File: src/rtl/tfc_pkg.sv
// ----------------------------------------------------------------------------
// tfc_pkg
// Shared types and constants of the telemetry frame checker: request and
// result payloads, the frame event passed from front to back, status codes.
// ----------------------------------------------------------------------------
package tfc_pkg;

  // Frame length default and the depth of the front-to-back event queue
  localparam int FRAME_BYTES_DEFAULT = 5;
  localparam int QUEUE_DEPTH         = 2;

  // Configuration register map
  localparam int             CFG_INDEX_W = 2;
  localparam logic [1:0]     REG_SYNC_VALUE  = 2'd0;
  localparam logic [1:0]     REG_READING_MIN = 2'd1;
  localparam logic [1:0]     REG_READING_MAX = 2'd2;

  // Register reset values
  localparam logic [7:0]         SYNC_RESET        = 8'd170;
  localparam logic signed [15:0] READING_MIN_RESET = -16'sd1000;
  localparam logic signed [15:0] READING_MAX_RESET = 16'sd1000;

  // Saturation limits
  localparam logic [31:0]        COUNT_MAX = 32'hFFFF_FFFF;
  localparam logic signed [47:0] SUM_MAX   = 48'sh7FFF_FFFF_FFFF;
  localparam logic signed [47:0] SUM_MIN   = 48'sh8000_0000_0000;

  typedef enum logic [2:0] {
    ST_OK       = 3'd0,
    ST_SYNC     = 3'd1,
    ST_SUM      = 3'd2,
    ST_RANGE    = 3'd3,
    ST_NO_FRAME = 3'd4
  } status_t;

  // One input request
  typedef struct packed {
    logic [7:0] byte_value;
    logic       stream_end;
  } item_t;

  // One result
  typedef struct packed {
    logic [2:0]         status;
    logic [7:0]         node_byte;
    logic signed [15:0] reading;
    logic [31:0]        accepted_count;
    logic [31:0]        rejected_count;
    logic signed [47:0] reading_sum;
    logic               stream_last;
  } result_t;

  // Classified frame event, front to back
  typedef struct packed {
    status_t            status;
    logic [7:0]         node_byte;
    logic signed [15:0] reading;
    logic               last;
  } event_t;

endpackage

File: src/rtl/tfc_front.sv
// ----------------------------------------------------------------------------
// tfc_front
// Takes stream bytes, tracks the frame position, checksum and held fields,
// classifies each finished frame and emits one event per frame or stream end.
// ----------------------------------------------------------------------------
module tfc_front #(
  parameter int FRAME_BYTES = tfc_pkg::FRAME_BYTES_DEFAULT
) (
  input  logic                         clk,
  input  logic                         rst,
  input  logic                         accept,
  input  tfc_pkg::item_t               item,
  input  logic                         cfg_write,
  input  logic [tfc_pkg::CFG_INDEX_W-1:0] cfg_index,
  input  logic [15:0]                  cfg_data,
  output logic                         ev_push,
  output tfc_pkg::event_t              ev
);
  import tfc_pkg::*;

  localparam int              POS_W    = $clog2(FRAME_BYTES);
  localparam logic [POS_W-1:0] LAST_POS = POS_W'(FRAME_BYTES - 1);

  logic [7:0]         sync_value;
  logic signed [15:0] reading_min;
  logic signed [15:0] reading_max;

  logic [POS_W-1:0]   pos;
  logic [7:0]         csum;
  logic               sync_ok;
  logic [7:0]         held_node;
  logic signed [15:0] held_reading;

  logic               at_last;
  logic               in_range;
  status_t            status;

  // Classify the frame on its checksum byte: sync, checksum, range
  always_comb begin
    at_last  = (pos == LAST_POS);
    in_range = !((held_reading < reading_min) || (held_reading > reading_max));
    if (!sync_ok) begin
      status = ST_SYNC;
    end else if (csum != item.byte_value) begin
      status = ST_SUM;
    end else if (!in_range) begin
      status = ST_RANGE;
    end else begin
      status = ST_OK;
    end
  end

  // Event out: a finished frame, or a stream end inside a frame
  always_comb begin
    ev_push = accept && (at_last || item.stream_end);
    ev.last = item.stream_end;
    if (at_last) begin
      ev.status    = status;
      ev.node_byte = (status == ST_OK) ? held_node : 8'd0;
      ev.reading   = (status == ST_OK) ? held_reading : 16'sd0;
    end else begin
      ev.status    = ST_NO_FRAME;
      ev.node_byte = 8'd0;
      ev.reading   = 16'sd0;
    end
  end

  // Configuration registers
  always_ff @(posedge clk) begin
    if (rst) begin
      sync_value  <= SYNC_RESET;
      reading_min <= READING_MIN_RESET;
      reading_max <= READING_MAX_RESET;
    end else if (cfg_write) begin
      case (cfg_index)
        REG_SYNC_VALUE:  sync_value  <= cfg_data[7:0];
        REG_READING_MIN: reading_min <= cfg_data;
        REG_READING_MAX: reading_max <= cfg_data;
        default: ;
      endcase
    end
  end

  // Frame state
  always_ff @(posedge clk) begin
    if (rst) begin
      pos          <= '0;
      csum         <= 8'd0;
      sync_ok      <= 1'b0;
      held_node    <= 8'd0;
      held_reading <= 16'sd0;
    end else if (accept) begin
      if (at_last || item.stream_end) begin
        pos          <= '0;
        csum         <= 8'd0;
        sync_ok      <= 1'b0;
        held_node    <= 8'd0;
        held_reading <= 16'sd0;
      end else begin
        pos  <= pos + 1'b1;
        csum <= csum + item.byte_value;
        case (pos)
          POS_W'(0): sync_ok            <= (item.byte_value == sync_value);
          POS_W'(1): held_node          <= item.byte_value;
          POS_W'(2): held_reading[7:0]  <= item.byte_value;
          POS_W'(3): held_reading[15:8] <= item.byte_value;
          default: ;
        endcase
      end
    end
  end

endmodule

File: src/rtl/tfc_queue.sv
// ----------------------------------------------------------------------------
// tfc_queue
// Short event queue between front and back so each side stalls on its own.
// ----------------------------------------------------------------------------
module tfc_queue (
  input  logic            clk,
  input  logic            rst,
  input  logic            wr_en,
  input  tfc_pkg::event_t wr_data,
  input  logic            rd_en,
  output tfc_pkg::event_t rd_data,
  output logic            q_full,
  output logic            q_valid
);
  import tfc_pkg::*;

  localparam int              PTR_W = (QUEUE_DEPTH > 1) ? $clog2(QUEUE_DEPTH) : 1;
  localparam int              CNT_W = $clog2(QUEUE_DEPTH + 1);
  localparam logic [PTR_W-1:0] PTR_LAST = PTR_W'(QUEUE_DEPTH - 1);
  localparam logic [CNT_W-1:0] CNT_FULL = CNT_W'(QUEUE_DEPTH);

  event_t           mem [QUEUE_DEPTH];
  logic [PTR_W-1:0] wr_ptr;
  logic [PTR_W-1:0] rd_ptr;
  logic [CNT_W-1:0] count;

  assign q_full  = (count == CNT_FULL);
  assign q_valid = (count != '0);
  assign rd_data = mem[rd_ptr];

  // Storage
  always_ff @(posedge clk) begin
    if (wr_en) begin
      mem[wr_ptr] <= wr_data;
    end
  end

  // Pointers and fill count
  always_ff @(posedge clk) begin
    if (rst) begin
      wr_ptr <= '0;
      rd_ptr <= '0;
      count  <= '0;
    end else begin
      if (wr_en) begin
        wr_ptr <= (wr_ptr == PTR_LAST) ? '0 : wr_ptr + 1'b1;
      end
      if (rd_en) begin
        rd_ptr <= (rd_ptr == PTR_LAST) ? '0 : rd_ptr + 1'b1;
      end
      case ({wr_en, rd_en})
        2'b10:   count <= count + 1'b1;
        2'b01:   count <= count - 1'b1;
        default: count <= count;
      endcase
    end
  end

endmodule

File: src/rtl/tfc_back.sv
// ----------------------------------------------------------------------------
// tfc_back
// Applies frame events to the running totals and holds the result register.
// ----------------------------------------------------------------------------
module tfc_back (
  input  logic             clk,
  input  logic             rst,
  input  logic             q_valid,
  input  tfc_pkg::event_t  ev,
  output logic             q_pop,
  input  logic             pop,
  output logic             empty,
  output tfc_pkg::result_t result
);
  import tfc_pkg::*;

  logic [31:0]        acc_total;
  logic [31:0]        rej_total;
  logic signed [47:0] acc_sum;
  logic               out_valid;

  logic               is_ok;
  logic               is_rej;
  logic [31:0]        acc_total_next;
  logic [31:0]        rej_total_next;
  logic signed [48:0] sum_wide;
  logic signed [47:0] acc_sum_next;

  assign empty = !out_valid;
  assign q_pop = q_valid && (!out_valid || pop);

  // Saturating totals for this event
  always_comb begin
    is_ok  = (ev.status == ST_OK);
    is_rej = (ev.status == ST_SYNC) || (ev.status == ST_SUM) || (ev.status == ST_RANGE);
    acc_total_next = (is_ok && acc_total != COUNT_MAX) ? acc_total + 32'd1 : acc_total;
    rej_total_next = (is_rej && rej_total != COUNT_MAX) ? rej_total + 32'd1 : rej_total;
    sum_wide = {acc_sum[47], acc_sum} + 49'(ev.reading);
    if (!is_ok) begin
      acc_sum_next = acc_sum;
    end else if (sum_wide[48] != sum_wide[47]) begin
      acc_sum_next = sum_wide[48] ? SUM_MIN : SUM_MAX;
    end else begin
      acc_sum_next = sum_wide[47:0];
    end
  end

  // Totals; cleared after a stream end
  always_ff @(posedge clk) begin
    if (rst) begin
      acc_total <= 32'd0;
      rej_total <= 32'd0;
      acc_sum   <= 48'sd0;
    end else if (q_pop) begin
      if (ev.last) begin
        acc_total <= 32'd0;
        rej_total <= 32'd0;
        acc_sum   <= 48'sd0;
      end else begin
        acc_total <= acc_total_next;
        rej_total <= rej_total_next;
        acc_sum   <= acc_sum_next;
      end
    end
  end

  // Result register
  always_ff @(posedge clk) begin
    if (rst) begin
      out_valid <= 1'b0;
    end else if (q_pop) begin
      out_valid <= 1'b1;
    end else if (pop) begin
      out_valid <= 1'b0;
    end
  end

  always_ff @(posedge clk) begin
    if (q_pop) begin
      result.status         <= ev.status;
      result.node_byte      <= ev.node_byte;
      result.reading        <= ev.reading;
      result.accepted_count <= acc_total_next;
      result.rejected_count <= rej_total_next;
      result.reading_sum    <= acc_sum_next;
      result.stream_last    <= ev.last;
    end
  end

endmodule

File: src/rtl/telemetry_frame_checker_unit.sv
// ----------------------------------------------------------------------------
// telemetry_frame_checker_unit
// Checks a framed telemetry byte stream: sync byte, additive checksum and
// reading range, with saturating running totals.
// ----------------------------------------------------------------------------
// Usage:
//   Input queue: drive item and raise push; a byte is taken when push is high
//   and full is low. One byte per cycle is sustained while full stays low.
//   Result queue: while empty is low, result holds the oldest result; pop
//   takes it. A result appears on the last byte of each frame, and on a
//   stream-end byte inside a frame (status no_frame).
//   Path: a result passes through the event queue (front classifies into it)
//   and then the result register (back updates the totals into it).
//   Throughput is one byte and one result per cycle while pop keeps up; the
//   back stage updates the totals once per cycle while it takes an event.
//   Stall: when pop stays low, the result register holds and the two-entry
//   event queue fills; full rises only once it is full, so bytes inside a
//   frame keep flowing until the queue is reached.
//   Configuration: cfg_ready is always high; write only while idle.
//   Reset: frame state, totals and queues clear; registers take their
//   defaults (sync 170, range -1000..1000). No clearing pass.
// ----------------------------------------------------------------------------
module telemetry_frame_checker_unit #(
  parameter int FRAME_BYTES = tfc_pkg::FRAME_BYTES_DEFAULT
) (
  input  logic                            clk,
  input  logic                            rst,
  input  logic                            push,
  output logic                            full,
  input  tfc_pkg::item_t                  item,
  output logic                            empty,
  input  logic                            pop,
  output tfc_pkg::result_t                result,
  input  logic                            cfg_valid,
  output logic                            cfg_ready,
  input  logic [tfc_pkg::CFG_INDEX_W-1:0] cfg_index,
  input  logic [15:0]                     cfg_data
);
  import tfc_pkg::*;

  logic   accept;
  logic   ev_push;
  event_t ev_in;
  event_t ev_out;
  logic   q_full;
  logic   q_valid;
  logic   q_pop;

  assign cfg_ready = 1'b1;
  assign full      = q_full;
  assign accept    = push && !q_full;

  tfc_front #(
    .FRAME_BYTES(FRAME_BYTES)
  ) u_front (
    .clk      (clk),
    .rst      (rst),
    .accept   (accept),
    .item     (item),
    .cfg_write(cfg_valid && cfg_ready),
    .cfg_index(cfg_index),
    .cfg_data (cfg_data),
    .ev_push  (ev_push),
    .ev       (ev_in)
  );

  tfc_queue u_queue (
    .clk    (clk),
    .rst    (rst),
    .wr_en  (ev_push),
    .wr_data(ev_in),
    .rd_en  (q_pop),
    .rd_data(ev_out),
    .q_full (q_full),
    .q_valid(q_valid)
  );

  tfc_back u_back (
    .clk    (clk),
    .rst    (rst),
    .q_valid(q_valid),
    .ev     (ev_out),
    .q_pop  (q_pop),
    .pop    (pop),
    .empty  (empty),
    .result (result)
  );

  // A no_frame result always closes the stream
  a_noframe_last: assert property (@(posedge clk) disable iff (rst)
    (!empty && result.status == ST_NO_FRAME) |-> result.stream_last)
    else $error("no_frame result without stream_last");

  // Rejected frames carry no node or reading
  a_reject_zero: assert property (@(posedge clk) disable iff (rst)
    (!empty && result.status != ST_OK) |-> (result.node_byte == 8'd0 && result.reading == 16'sd0))
    else $error("rejected result with payload");

  // A stream-end byte produces a visible result after the event queue and the result register
  a_end_result: assert property (@(posedge clk) disable iff (rst)
    (accept && item.stream_end) |=> ##1 !empty)
    else $error("stream end gave no result");

  // Results never carry an unknown status code
  a_status_code: assert property (@(posedge clk) disable iff (rst)
    !empty |-> (result.status == ST_OK || result.status == ST_SYNC ||
                result.status == ST_SUM || result.status == ST_RANGE ||
                result.status == ST_NO_FRAME))
    else $error("bad status code");

endmodule
File: config.mk
export PLATFORM = sky130hd
export DESIGN_NAME = telemetry_frame_checker_unit
export DESIGN_NICKNAME = d
export VERILOG_FILES = /design/src/rtl/tfc_pkg.sv /design/src/rtl/tfc_front.sv /design/src/rtl/tfc_queue.sv /design/src/rtl/tfc_back.sv /design/src/rtl/telemetry_frame_checker_unit.sv
export SDC_FILE = /design/constraint.sdc
export NUM_CORES = 1
export LEC_CHECK = 0
export ABC_AREA = 1
export CAP_MARGIN = 25
export CORE_AREA = 4 4 209 293
export DETAILED_ROUTE_END_ITERATION = 8
export DIE_AREA = 0 0 213 297
export DONT_BUFFER_PORTS = 1
export PLACE_DENSITY = 0.52
export SLEW_MARGIN = 20
export SYNTH_ARGS = -nofsm -noshare
export SYNTH_HDL_FRONTEND = slang
export SYNTH_SLANG_ARGS = --single-unit
File: constraint.sdc
create_clock -name clk -period 15 [get_ports clk]
set_clock_uncertainty 0.15 [all_clocks]
set_input_delay 2.25 -clock clk [delete_from_list [all_inputs] [get_ports clk]]
set_output_delay 2.25 -clock clk [all_outputs]
set_load 0.01 [all_outputs]
==> key figures <==
Run status
  – Status: completed

Global routing
  – Vias in the first global route: roughly 18,000
  – Gr usage total: 0.196
  – Wire length of the first global-routing pass: 99,400 microns
  – Maximum number of pins on one net before global-route repair: ~150
  – Initial antenna violation count: 0
  – Total congestion overflow: 0

Critical path
  – Setup CP Type: reg2reg
  – Worst Setup End Kind: flop
  – Reg2reg end: u_back.result[18]$_DFFE_PP_
  – Crit-path cells: buf_4, mux2_2, ha_1, inv_1, fa_1, inv_1, nand3_1, nand2_2, nand2_1, nand2_2, nand2_1, nand2_2, nand2_2, nand4_1, nand2_1, nand2_1, buf_4, nand2_1, a21boi_0
  – CP Launch Type: flop
  – Slowest CP cell: nand2_1
  – Most frequent CP cell: nand2_1
  – Arrival @ worst endpoint: 4700 ps
  – Buffer and inverter count on the worst path: 4
  – R2R depth: 19
  – R2R setup slack: 10,530 ps
  – Critical Path Fanout Max: 31
  – Worst EP required: ~15,000 ps
  – Crit path largest cell delay: ~530 ps
  – CP delay by family, top: simple AND/OR/NAND/NOR gates

Synthesis
  – Ranking of synthesized cells by area: edfxtp_1, dfxtp_1, nand2_1
  – Synth Flop Type: edfxtp_1
  – Share of the synthesized area in the top cell type: 0.267
  – Syn_nets: around 2,800
  – Post-Syn Area: 22,100 sq um
  – Yosys top cell by area: edfxtp_1
  – Yosys reg bits: 390
  – Post-synthesis cell type count: between 50 and 60
  – Async set or reset register ratio after synthesis: 0
  – Seq/Total Area, Yosys: 0.443
  – Post-synth EDFFs: slightly below 200
  – Count leader, synth: nand2_1
  – YS warnings: 0
  – Commonest cells in the netlist: nand2_1, inv_1, nor2_1
  – Syn Area/Cell: between 8 and 9 sq um
  – Mapped Cells: 2,707

Place
  – Gpl congestion: roughly 0.93
  – Placed Area: around 23,000 sq um
  – Final HPWL DP: roughly 47,000 microns
  – IO buf count: 0
  – Placed Cells: between 3,000 and 4,000

Floorplan
  – Die Y: 297 microns
  – Die area: between 60,000 and 70,000 sq um
  – Num rows: roughly 110
  – Die width: about 210 microns
  – Core area: 58,500 sq um
  – Initial Utilization: 0.378
  – # IOs: 175

Route
  – Routed Antenna Nets: 0
  – WL/cell: around 18 microns
  – Vias: roughly 17,000
  – DRC: 0
  – TritonRoute pass-1 iters: 6
  – Iteration-0 DRC Markers: 875
  – Routed vias/inst: 5.03
  – Final WL: about 63,000 microns

CTS
  – TritonCTS clock tree: done
  – Hold buffers post-CTS: 0
  – CTS Sinks: between 300 and 400
  – Clock Latency Late Sink: approximately 570 ps
  – Clock transition at the registers of the reported paths: roughly 60 ps
  – H-tree depth: 2
  – PostCTS Resize Cnt: 0
  – Clk root buf: clkbuf_16
  – Deepest clock path buffer count: 3
  – CTS buffer count: 43
  – Buffer count from post-CTS setup fixing: 0

Finish
  – Layout cells sized above 1: 0.125
  – Fin area: approximately 24,000 sq um
  – Nets@finish: about 2,800
  – Diode count: 0
  – Layout area overhead: 10.0%
  – Non-Filler Instances: around 3,500

STA
  – Max Slew Vio Count: 0
  – Unrepaired setup endpoints after global routing: false
  – Final period util: 0.298
  – Worst-Margin Slew: 943 ps
  – Final setup viols: 0
  – Fin crit period: approximately 4500 ps
  – Setup TNS: 0 ps
  – Final Hold Vio Count: 0
  – Worst Hold Margin: around 310 ps
  – Max_slew headroom: 0.371
  – Max Fclk: around 0.22 GHz

Power
  – Power per Cell Area: between 100 and 150 nW/um^2
  – Peak VDD IR: 115 uV
  – Leakage: just under 10 nW

Flow run
  – Max-cap violation count: 0

Hold path
  – Hold EP: u_front.held_node[2]$_SDFFE_PP0P_
  – Hold path startpoint: u_front.held_node[2]$_SDFFE_PP0P_
  – Hold Path Depth: 2
  – Min-delay worst type: reg2reg
==> final cells by class <==
type / instances / area [sq um]
multi-input cells: 1950 / 10800
fillers: 5940 / 34200
well taps: 749 / 937
clock inverters: 24 / 323
repair buffers: 17 / 195
inverters: 286 / 1070
clock buffers: 56 / 1160
flip-flops and latches: 390 / 9770
==> worst max-delay path by stage <==
stage             from                         endpoint  cells after the start
2_1_floorplan      pop  u_back.acc_sum[10]$_SDFFE_PP0P_                      8
3_3_place_gp   item[4]     u_queue.mem[0][12]$_DFFE_PP_                      6
3_5_place_dp       pop  u_back.acc_sum[18]$_SDFFE_PP0P_                      8
4_1_cts           flop      u_back.result[19]$_DFFE_PP_                     19
5_1_grt           flop      u_back.result[19]$_DFFE_PP_                     16
6_report          flop      u_back.result[18]$_DFFE_PP_                     19
==> per-stage QoR <==
| stage | util | setup slack, ps | total power, mW |
|---|---|---|---|
| 5_1_grt | 0.416 | 10120 | 3.47 |
| 2_1_floorplan | - | 3600 | 2.02 |
| 6_report | 0.416 | 10530 | 3.29 |
| 4_1_cts | 0.415 | 10400 | 3.35 |
| 3_5_place_dp | 0.390 | 10070 | 2.21 |
| 3_3_place_gp | 0.389 | 9810 | 2.20 |
==> flip-flops by register name (all words and copies together) (netlist names), 16 cells and up, named ones only <==
signal                cells
u_queue.mem              56
u_front.held_reading     16
u_front.reading_min      16
u_back.rej_total         32
u_back.acc_sum           48
u_back.acc_total         32
u_back.result           140
u_front.reading_max      16
==> per-layer routing <==
layer | global-route usage | routed length (microns)
met5 | 0 | 0
met4 | 0.0620 | 2010
met3 | 0.0396 | 2930
met2 | 0.355 | 32500
met1 | 0.230 | 25400
==> logic make-up after synthesis <==
kind of cell               share of synthesized area
muxes                                         0.0122
buffers and inverters                         0.0676
adders and majority gates                     0.0551
xor gates and xnor gates                      0.0376
DFF                                            0.443
and+or+nand+nor                                0.274
AOI/OAI and AO/OA                              0.111
other                                       0.000170
==> where the power goes <==
part	switching, mW	internal (mW)
logic	0.503	0.154
registers	0.167	1.35
clock network	0.446	0.669
total	1.12	2.17
==> tightest hold or removal path, delay by kind of cell (launching register included) <==
family,cells,cell delay (ps)
and+or+nand+nor,1,60
DFF,1,310
AOI/OAI and AO/OA,1,50
==> placed cells by master, fill, tap and decap left out, types with 3 or more instances in the layout <==
master     instances
or2_2             47
clkbuf_1          11
nor4_1            12
mux2_2            24
a31oi_1            4
o21ai_0           63
a21oi_1          198
nand4_1           51
xnor2_1           31
a21oi_2           44
edfxtp_1         196
inv_1            266
o211ai_1          17
a22oi_1            3
buf_4             12
ha_1              94
nand2_1          775
nor2_4             7
bufinv_16          7
nand3b_1           3
nand2_4           20
inv_2             12
clkbuf_16         44
nor2_1           201
nor3_1            35
clkinv_1          12
nand2_2           35
o21bai_1          17
nor2_2            18
a21boi_0          47
inv_6              3
dfxtp_1          194
clkinv_2           6
o221ai_1           3
nor3_2             6
nand3_1           75
xor2_1            62
buf_16             3
nand3_2           40
Power figures use the tool's default switching activity.
